$ cat config.mk
export PLATFORM = sky130hd
export DESIGN_NAME = hbt_ctrl
export DESIGN_NICKNAME = d
export VERILOG_FILES = /design/src/rtl/core/hbt_pkg.sv /design/src/rtl/core/hbt_ctrl.sv
export SDC_FILE = /design/constraint.sdc
export NUM_CORES = 1
export LEC_CHECK = 0
export BUFFER_PORTS_ARGS = -buffer_cell sky130_fd_sc_hd__buf_4
export CAP_MARGIN = 20
export CORE_AREA = 2 2 39 41
export DETAILED_ROUTE_END_ITERATION = 16
export DIE_AREA = 0 0 41 43
export REMOVE_ABC_BUFFERS = 1
export SETUP_SLACK_MARGIN = 0.5
export SYNTH_ARGS = -nofsm -noshare
export SYNTH_HDL_FRONTEND = slang
export SYNTH_SLANG_ARGS = --single-unit
$ cat constraint.sdc
create_clock -name clk_i -period 1.6 [get_ports clk_i]
set_input_delay 0.32 -clock clk_i [delete_from_list [all_inputs] [get_ports clk_i]]
set_output_delay 0.32 -clock clk_i [all_outputs]
set_load 0.02 [all_outputs]
$ cat src/rtl/core/hbt_pkg.sv
package hbt_pkg;

  localparam int unsigned NUM_BUCKETS_DEF = 16;
  localparam int unsigned BUCKET_WAYS_DEF = 8;

  localparam int unsigned KEY_W   = 32;
  localparam int unsigned VAL_W   = 32;
  localparam int unsigned BIDX_W  = 4;
  localparam int unsigned COUNT_W = 8;

  localparam logic [VAL_W-1:0] MISS_VALUE = '1;

  // Remainder unit: bits of the key consumed per cycle
  localparam int unsigned MOD_STEP_BITS = 8;
  localparam int unsigned MOD_CYCLES    = KEY_W / MOD_STEP_BITS;
  localparam int unsigned MOD_CNT_W     = $clog2(MOD_CYCLES);

  localparam logic FUNC_LOOKUP = 1'b0;
  localparam logic FUNC_INSERT = 1'b1;

  typedef enum logic [2:0] {
    ST_CLEAR,
    ST_IDLE,
    ST_MOD,
    ST_READ,
    ST_CMP
  } hbt_state_e;

  typedef struct packed {
    logic clr;
    logic load;
    logic rd_fast;
    logic rd;
    logic mod_step;
    logic commit;
  } hbt_cmd_t;

  typedef struct packed {
    logic clr_done;
    logic fast;
    logic mod_done;
    logic out_stall;
  } hbt_sts_t;

endpackage

$ cat src/rtl/core/hbt_ctrl.sv
module hbt_ctrl import hbt_pkg::*; (
  input  logic     clk_i,
  input  logic     rst_ni,
  input  logic     in_valid_i,
  output logic     in_ready_o,
  input  hbt_sts_t sts_i,
  output hbt_cmd_t cmd_o
);

  hbt_state_e state_q, state_d;

  always_ff @(posedge clk_i or negedge rst_ni) begin
    if (!rst_ni) begin
      state_q <= ST_CLEAR;
    end else begin
      state_q <= state_d;
    end
  end

  always_comb begin
    state_d = state_q;
    case (state_q)
      ST_CLEAR: begin
        if (sts_i.clr_done) state_d = ST_IDLE;
      end
      ST_IDLE: begin
        if (in_valid_i) state_d = sts_i.fast ? ST_CMP : ST_MOD;
      end
      ST_MOD: begin
        if (sts_i.mod_done) state_d = ST_READ;
      end
      ST_READ: begin
        state_d = ST_CMP;
      end
      ST_CMP: begin
        // hold until the result register can take the new transaction
        if (!sts_i.out_stall) state_d = ST_IDLE;
      end
      default: begin
        state_d = ST_CLEAR;
      end
    endcase
  end

  always_comb begin
    cmd_o      = '0;
    in_ready_o = 1'b0;
    case (state_q)
      ST_CLEAR: begin
        cmd_o.clr = 1'b1;
      end
      ST_IDLE: begin
        in_ready_o    = 1'b1;
        cmd_o.load    = in_valid_i;
        cmd_o.rd_fast = in_valid_i;
      end
      ST_MOD: begin
        cmd_o.mod_step = 1'b1;
      end
      ST_READ: begin
        cmd_o.rd = 1'b1;
      end
      ST_CMP: begin
        cmd_o.commit = !sts_i.out_stall;
      end
      default: begin
        cmd_o = '0;
      end
    endcase
  end

  ap_commit_free: assert property (@(posedge clk_i) disable iff (!rst_ni)
    cmd_o.commit |-> !sts_i.out_stall)
    else $error("commit while result register is stalled");

  ap_no_accept_clear: assert property (@(posedge clk_i) disable iff (!rst_ni)
    (state_q == ST_CLEAR) |-> !cmd_o.load && !cmd_o.commit)
    else $error("operation during clearing pass");

  ap_one_read: assert property (@(posedge clk_i) disable iff (!rst_ni)
    cmd_o.rd |=> (state_q == ST_CMP))
    else $error("row read not followed by compare");

endmodule

==> After elaboration in Yosys (flattened, before gate mapping) <==
Cells that the tools add are included.
{ "word_totals": {"in_bits": 7, "reg_bits": 3, "n_memories": 0, "word_cells": 24, "latchBits": 0, "rom_bits": 0, "out_inout_bits": 7, "ram_bits": 0} }
{ "op_classes": {"bitwise_logic": 0, "n_div": 0, "n_reduce_logical": 3, "n_mux": 12, "order_cmp": 0, "add_sub_neg": 0, "n_eq_ne": 8, "mul": 0, "shifts": 0} }
{ "op_table": {"columns": ["operator", "count"], "rows": [
  ["$mux W3", 5],
  ["$pmux W3 S5", 1],
  ["$ne A2 B2 Y1 const B", 4],
  ["$eq A3 B2 Y1 const B", 2],
  ["$mux W1", 5],
  ["$reduce_and A4 Y1", 1],
  ["$eq A3 B1 Y1 const B", 1],
  ["$eq A3 B3 Y1 const B", 1],
  ["$logic_not A3 Y1", 1],
  ["$mux W2", 1],
  ["$logic_not A1 Y1", 1]
]} }

==> Longest topological paths before layout <==
Gate-level depths: netlist of the first run.
{ "depth": {"depth_word": 3, "mapped_depth": 4, "depth_no_buf": 3} }

==> Worst setup path before layout of the first run <==
OpenSTA, ideal clock, no wires.
{ "synth_path": {"kind": "register to output", "start": "register state_q[2]", "end": "output cmd_o[4] (netlist bit)", "setup_slack_ps": -195, "stages_incl_launch_ff": 4, "required_time_ps": 1280, "arrival_ps": 1475, "path_buffers": 1, "path_cell_list": "dfrtp_1 -> nand2b_1 -> nor3b_1 -> buf_4"} }
{ "synth_rtl": {"columns": ["element", "line", "source"], "rows": [
  ["from (decl)", "hbt_ctrl.sv:10", "hbt_state_e state_q, state_d;"],
  ["from (signal assigned)", "hbt_ctrl.sv:16", "state_q <= state_d;"],
  ["to (decl)", "hbt_ctrl.sv:7", "output hbt_cmd_t cmd_o"]
]} }

==> impl_metrics.json, run 1 <==
{
  "p_seq_frac": 0.201,
  "holdCritPathClass": "primary input to flip-flop",
  "final_nets": 55,
  "fin_hold_ws_ns": 0.386,
  "slowest_delay_ns": 0.45,
  "syn_area_per_cell_um2": 8.45,
  "grt_pass1_vias": 238,
  "slew_viol_final": 0,
  "rows": 14,
  "synth_seq_cells": 3,
  "min_period_over_period": 0.943,
  "clk_pin_slew_ns": 0.04,
  "synth_cells": 24,
  "htree_levels": 1,
  "overflow": 0,
  "initial_core_util": 0.146,
  "crit_path_max_fanout": 5,
  "most-common-layout-cells": "buf_4 (16), buf_6 (4), clkbuf_4 (3), dfrtp_2 (3)",
  "critPathTopFamily": "flip-flops",
  "final_common_cell": "buf_4",
  "tightest_slew_ns": 0.320,
  "tns_ns": 0,
  "critPathSlowestCell": "dfrtp_2",
  "io_pins": 14,
  "p_leak_nw": 0.206,
  "antenna_found_initial": 0,
  "top_regs": "state_q (3)",
  "synth.distinct_cells": 16,
  "path_cells": "or2b_1, nor2_1, buf_4",
  "rsz0062_at_grt": "yes",
  "dr.pass1.iters": 4,
  "core-area_um2": 1380,
  "drive_gt1_frac": 0.723,
  "finalSetupViolations": 0,
  "swShare": 0.429,
  "die_area_um2": 1760,
  "power.internal_mw": 0.512,
  "regMostFlops": "state_q",
  "status": "finished clean",
  "largest_reg_flops": 3,
  "p_switching_mw": 0.385,
  "via_per_inst": 4.35,
  "routedWlPerCell_um": 10.9,
  "period_minus_slack_ns": 1.51,
  "grt_max_degree": 9,
  "drc": 0,
  "max_cap_violations": 0,
  "worstPathArrival_ns": 1.19,
  "comb_power_share": 0.650,
  "vias": 274,
  "antennaDiodeCount": 0,
  "instances_no_fill": 63,
  "cts_num_sinks": 3,
  "area_growth_pct": 127,
  "cts.path.max_buffers": 2,
  "ant_nets": 0,
  "detail_route.iter0.violations": 6,
  "totalPowerFinal_mw": 0.897,
  "drt-total-wl_um": 687,
  "clock_latency_ns": 0.23,
  "clockPowerShare": 0.149,
  "start_kind": "flip-flop",
  "ys_seq_area_frac": 0.370,
  "crit_required_ns": 1.28,
  "cp_num_buf_inv": 1,
  "grt_pass1_wl_um": 1020,
  "synth_area_um2": 203,
  "p_per_area_nw_per_um2": 1950,
  "portBuffers": 13,
  "fin_worst_skew_ns": 0.00203,
  "grt_usage": 0.0916,
  "numCtsBuffers": 3,
  "gp_congestion": 0.757,
  "endpoint_kind": "output port",
  "hold_violations": 0,
  "fmax_mhz": 663,
  "hpwl_um": 400,
  "place_inst": 51,
  "max_slew_margin": 0.781,
  "crit_type": "flip-flop to output port",
  "die_h_um": 43,
  "cts-root-buf": "clkbuf_4",
  "peakVddDrop_mv": 0.559,
  "cts_tree": "built",
  "die_w_um": 41,
  "ys_warn_count": 0
}
## path summary, 6_finish.rpt
path,start,endpoint,cells after the start,slack (ns)
min in group asynchronous,rst_ni,state_q[1],2,0.42
min,in_valid_i,state_q[1],3,0.39
max,state_q[0],cmd_o[1],3,0.09
min reg2reg,state_q[2],state_q[2],2,0.65
max reg2reg,state_q[1],state_q[0],5,0.23
max in group asynchronous,rst_ni,state_q[0],2,1.08
## Yosys cell counts
master | n | area, um^2
o32ai_1 | 1 | 8.76
nor4b_1 | 1 | 8.76
dfrtp_1 | 3 | 75.1
or3_1 | 1 | 6.26
buf_6 | 1 | 11.3
nand4_1 | 1 | 6.26
nor3_1 | 1 | 5.00
inv_1 | 2 | 7.51
nor2_1 | 4 | 15.0
nor3b_1 | 2 | 15.0
nand2_1 | 1 | 3.75
nand2b_1 | 1 | 6.26
a2111oi_0 | 1 | 8.76
buf_4 | 1 | 7.51
a21oi_1 | 2 | 10.0
or2b_1 | 1 | 7.51
## final cells by class
cell class	instances	area, um^2
fillers	140	923
repair buffers	21	175
multi-input cells	17	153
flip-flops and latches	3	78.8
clock buffers	4	26.3
well taps	16	20.0
inverters	2	7.51
## timing repair
item	4_1_cts	5_1_grt
endpoints found under the setup margin	8	9
resized for setup	10	8
buffers inserted	5	2
pin swaps	2	1
hold buffers	1	0
endpoints found under the hold margin	3	0
## power by group through the flow
stage | combinational [mW] | sequential (mW) | clock, mW
final | 0.583 | 0.180 | 0.134
after global routing | 0.627 | 0.186 | 0.146
after CTS | 0.482 | 0.182 | 0.140
after detailed placement | 0.338 | 0.176 | 0
after global placement | 0.339 | 0.175 | 0
after floorplan | 0.203 | 0.157 | 0
## tightest hold or removal path, stage by stage
cell	delay [ns]
buf_4	0.12
nand4_1	0.09
a21oi_2	0.05
## cells by family (layout without fill, tap and decap cells)
| group | Yosys count | after routing | share of synthesized area |
|---|---|---|---|
| AND/OR/NAND/NOR | 13 | 13 | 0.364 |
| AO/OA/AOI/OAI | 4 | 4 | 0.136 |
| buffers and inverters | 4 | 27 | 0.130 |
| flip-flops | 3 | 3 | 0.370 |
## routing by layer
layer | share of wire | global-route usage | vias to the layer above
li1 | - | - | 132
met1 | 0.44 | 0.123 | 130
met2 | 0.49 | 0.100 | 12
met3 | 0.073 | 0.0628 | 0
met4 | 0 | 0.0600 | 0
met5 | 0 | 0 | -
## per-stage QoR
stage / utilization / worst slack, ns / instance area [um^2]
6_report: 0.333 / 0.0913 / 460
3_3_place_gp: 0.218 / 0.186 / 302
3_5_place_dp: 0.218 / 0.120 / 302
2_1_floorplan: - / -0.301 / 184
4_1_cts: 0.302 / 0.0832 / 418
5_1_grt: 0.333 / 0.0474 / 460
(Power assumes the default switching activity.)
==> run 2, diff against run 1 <==
Settings changed: REMOVE_ABC_BUFFERS 1 to default.
Clock period 1.6 ns to 1.85 ns, I/O delays scaled along.
==> impl_metrics.json, run 2 (same netlist as run 1, synthesis figures left out) <==
{
  "status": "finished clean",
  "die_area_um2": 1760,
  "fmax_mhz": 642,
  "dpl_cell_area_um2": 327,
  "top_regs": "state_q (3)",
  "grt_max_degree": 7,
  "finalSetupViolations": 0,
  "final_nets": 56,
  "holdCritPathClass": "primary input to flip-flop",
  "peakVddDrop_mv": 0.683,
  "fin_worst_skew_ns": 0.000135,
  "p_per_area_nw_per_um2": 1690,
  "htree_levels": 1,
  "overflow": 0,
  "drc": 0,
  "vias": 270,
  "drive_gt1_frac": 0.646,
  "numCtsBuffers": 3,
  "slew_viol_final": 0,
  "gp_congestion": 0.676,
  "min_period_over_period": 0.842,
  "cts_num_sinks": 3,
  "period_minus_slack_ns": 1.56,
  "final_common_cell": "buf_4",
  "largest_reg_flops": 3,
  "p_leak_nw": 0.209,
  "use_met1": 0.104,
  "endpoint_kind": "output port",
  "busiest_layer": "met2",
  "synth_fp_nets": 31,
  "gr-usage-met2": 0.128,
  "grtUsageMet3": 0.0314,
  "max_slew_margin": 0.745,
  "max_cap_violations": 0,
  "clock_latency_ns": 0.24,
  "crit_path_max_fanout": 6,
  "hold_violations": 0,
  "grt_usage": 0.0915,
  "grt_pass1_vias": 258,
  "io_pins": 14,
  "rsz0062_at_grt": "yes",
  "routedWlPerCell_um": 10.3,
  "drt-total-wl_um": 660,
  "most-common-layout-cells": "buf_4 (19), nor2_1 (4), clkbuf_4 (3), dfrtp_2 (3)",
  "multi_input_area_um2": 140,
  "antenna_found_initial": 0,
  "crit_required_ns": 1.48,
  "core-area_um2": 1380,
  "fill_cells": 159,
  "grt_pass1_wl_um": 1020,
  "die_h_um": 43,
  "start_kind": "flip-flop",
  "portBuffers": 13,
  "r2r_slack_ns": 0.58,
  "dpl_worst_slack_ns": 0.425,
  "rows": 14,
  "ant_nets": 0,
  "crit_type": "flip-flop to output port",
  "cts-root-buf": "clkbuf_4",
  "setup_slack_ns": 0.292,
  "hpwl_um": 401,
  "initial_core_util": 0.146,
  "clk_pin_slew_ns": 0.04,
  "fin_area_um2": 448,
  "detail_route.iter0.violations": 3,
  "regMostFlops": "state_q",
  "via_per_inst": 4.22,
  "dr.pass1.iters": 4,
  "antennaDiodeCount": 0,
  "regArea_um2": 78.8,
  "tns_ns": 0,
  "cts_tree": "built",
  "tightest_slew_ns": 0.373,
  "cts.path.max_buffers": 2,
  "die_w_um": 41,
  "worstPathArrival_ns": 1.19,
  "fin_hold_ws_ns": 0.437,
  "area_growth_pct": 121
}
==> run 2: worst paths after layout <==
kind | end | depth (start not counted) | from
max in group asynchronous | state_q[2] | 2 | rst_ni
min in group asynchronous | state_q[0] | 2 | rst_ni
setup reg to reg | state_q[0] | 4 | state_q[1]
hold reg to reg | state_q[1] | 2 | state_q[2]
setup / recovery | cmd_o[1] | 3 | state_q[1]
hold / removal | state_q[1] | 4 | sts_i[2]
==> run 2: metrics by stage <==
step | utilization | std cells | total power [mW]
floorplan | - | 24 | 0.391
global placement | 0.236 | 51 | 0.481
detailed placement | 0.236 | 51 | 0.482
CTS | 0.324 | 64 | 0.755
global route | 0.324 | 64 | 0.809
finish | 0.324 | 64 | 0.755
==> run 2: area by class of cell <==
type	count	area share
Sequential cell	3	0.176
Clock buffer	4	0.0587
Timing Repair Buffer	22	0.391
Inverter	2	0.0168
Tap cell	16	0.0447
Multi-Input combinational cell	17	0.313
==> run 2: what timing repair did <==
| item | CTS | global route |
|---|---|---|
| hold buffers | 1 | 0 |
| endpoints found under the hold margin | 3 | 0 |
| resized for setup | 7 | 0 |
| pin swaps | 2 | 0 |
| setup buffers | 8 | 0 |
| endpoints found under the setup margin | 7 | 7 |
==> run 2: worst max-delay path, stage by stage, from the launching register on <==
cell,delay [ns]
dfrtp_2,0.45
or2b_1,0.26
nor2_1,0.09
buf_4,0.14
==> run 2: per-layer routing <==
metal	vias to the layer above	routed length, um
li1	133	-
met1	121	277
met2	14	314
met3	2	52
met4	0	16
met5	-	0
==> run 2: power by group <==
| group | total, mW | switching (mW) | internal, mW |
|---|---|---|---|
| Sequential | 0.162 | 0.0615 | 0.100 |
| Clock | 0.117 | 0.0359 | 0.0810 |
| Combinational | 0.477 | 0.217 | 0.259 |
==> run 3, diff against run 2 <==
Clock period 1.85 ns to 1.62 ns, I/O delays scaled along.
==> impl_metrics.json, run 3 (same netlist as run 1, synthesis figures left out) <==
{
  "tns_ns": 0,
  "hpwl_um": 442,
  "grt_pass1_vias": 239,
  "r2r_slack_ns": 0.32,
  "cts_tree": "built",
  "final_common_cell": "buf_4",
  "final_util": 0.340,
  "largest_reg_flops": 3,
  "critPathCapture": "cmd_o[3]",
  "io_pins": 14,
  "antennaDiodeCount": 0,
  "startpoint": "state_q[2]",
  "r2r-start": "state_q[0]",
  "routedWlPerCell_um": 9.59,
  "tightest_slew_ns": 0.304,
  "max_cap_violations": 0,
  "initial_core_util": 0.146,
  "slew_viol_final": 0,
  "place_inst": 52,
  "drt-total-wl_um": 633,
  "instances_no_fill": 66,
  "via_per_inst": 4.08,
  "ant_nets": 0,
  "met2WireLength_um": 306,
  "rsz0062_at_grt": "yes",
  "crit_cells": 3,
  "slowest_delay_ns": 0.42,
  "core-area_um2": 1380,
  "synth_fp_nets": 31,
  "antenna_found_initial": 0,
  "regMostFlops": "state_q",
  "die_w_um": 41,
  "hold_violations": 0,
  "cts-root-buf": "clkbuf_4",
  "overflow": 0,
  "htree_levels": 1,
  "area_growth_pct": 132,
  "peakVddDrop_mv": 0.833,
  "rows": 14,
  "status": "finished clean",
  "grt_max_degree": 6,
  "grt_usage": 0.0815,
  "path_cells": "nand2b_4, nor3b_4, buf_6",
  "drc": 0,
  "fmax_mhz": 657,
  "met3_length_um": 52,
  "worstPathArrival_ns": 1.20,
  "r2r-end": "state_q[0]",
  "p_leak_nw": 0.222,
  "critPathTopFamily": "flip-flops",
  "cp_num_buf_inv": 1,
  "endpoint_kind": "output port",
  "finalSetupViolations": 0,
  "detail_route.iter0.violations": 7,
  "crit_path_max_fanout": 4,
  "period_minus_slack_ns": 1.52,
  "gp_congestion": 0.671,
  "most-common-layout-cells": "buf_4 (19), buf_6 (4), clkbuf_4 (3)",
  "cts.path.max_buffers": 2,
  "min_period_over_period": 0.940,
  "vias": 269,
  "die_h_um": 43,
  "clock_latency_ns": 0.23,
  "wl_met1_um": 273,
  "dr.max_layer_used": "met3",
  "dr.pass1.iters": 4,
  "critPathSlowestCell": "dfrtp_2",
  "numCtsBuffers": 3,
  "p_per_area_nw_per_um2": 1950,
  "top_regs": "state_q (3)",
  "start_kind": "flip-flop",
  "max_slew_margin": 0.792,
  "final_nets": 58,
  "fin_hold_ws_ns": 0.395,
  "drive_gt1_frac": 0.680,
  "holdCritPathClass": "primary input to flip-flop",
  "grt_pass1_wl_um": 917,
  "crit_type": "flip-flop to output port",
  "cts_num_sinks": 3,
  "fin_worst_skew_ns": 0.00198,
  "ff2ff_path_depth": 5,
  "crit_required_ns": 1.30,
  "portBuffers": 13,
  "clk_pin_slew_ns": 0.04,
  "die_area_um2": 1760
}
run 3: worst min-delay path by stage:
stage / from / end / slack, ns / cells past startpoint
after floorplan: rst_ni / state_q[0] / 0.03 / 0
after global placement: rst_ni / state_q[2] / 0.11 / 1
after detailed placement: rst_ni / state_q[2] / 0.11 / 1
after CTS: sts_i[0] / state_q[2] / 0.39 / 3
after global routing: sts_i[0] / state_q[2] / 0.41 / 3
final: sts_i[0] / state_q[2] / 0.40 / 3
run 3: metal layers:
metal	vias to the layer above	GRT usage
met4	0	0.0800
li1	137	-
met2	12	0.109
met1	120	0.100
met5	-	0
met3	0	0.0157
run 3: report_power, final:
| group | switching, mW | internal, mW | leakage, nW | total (mW) |
|---|---|---|---|---|
| Sequential | 0.0536 | 0.112 | 0.0361 | 0.166 |
| Combinational | 0.281 | 0.341 | 0.171 | 0.622 |
| Clock | 0.0366 | 0.0921 | 0.0150 | 0.129 |
run 3: repair_timing:
item                                    in CTS  in global routing
gates cloned                                 0                  0
endpoints found under the setup margin       8                  9
pin swaps                                    2                  2
hold buffers                                 1                  0
buffers inserted                             6                  3
hold endpoints to repair                     3                  0
gates resized for setup                      6                  4
run 3: tightest hold or removal path: stages:
cell and delay, ns:
buf_4 0.12, nand2_1 0.06, o32ai_1 0.08
run 3: per-stage QoR:
step                instance area (um^2)  total power [mW]  worst slack (ns)
finish                               470             0.916            0.0976
global route                         470             0.969            0.0600
CTS                                  432             0.838            0.0986
detailed placement                   334             0.577             0.299
global placement                     334             0.567             0.320
floorplan                            231             0.447             0.227
run 3: layout make-up:
cell class / instances / area [um^2]
sequential: 3 / 77.6
clock buffer: 4 / 26.3
tap: 16 / 20.0
multi-input combinational: 17 / 141
fill: 152 / 913
inverter: 2 / 7.51
timing repair buffer: 24 / 198
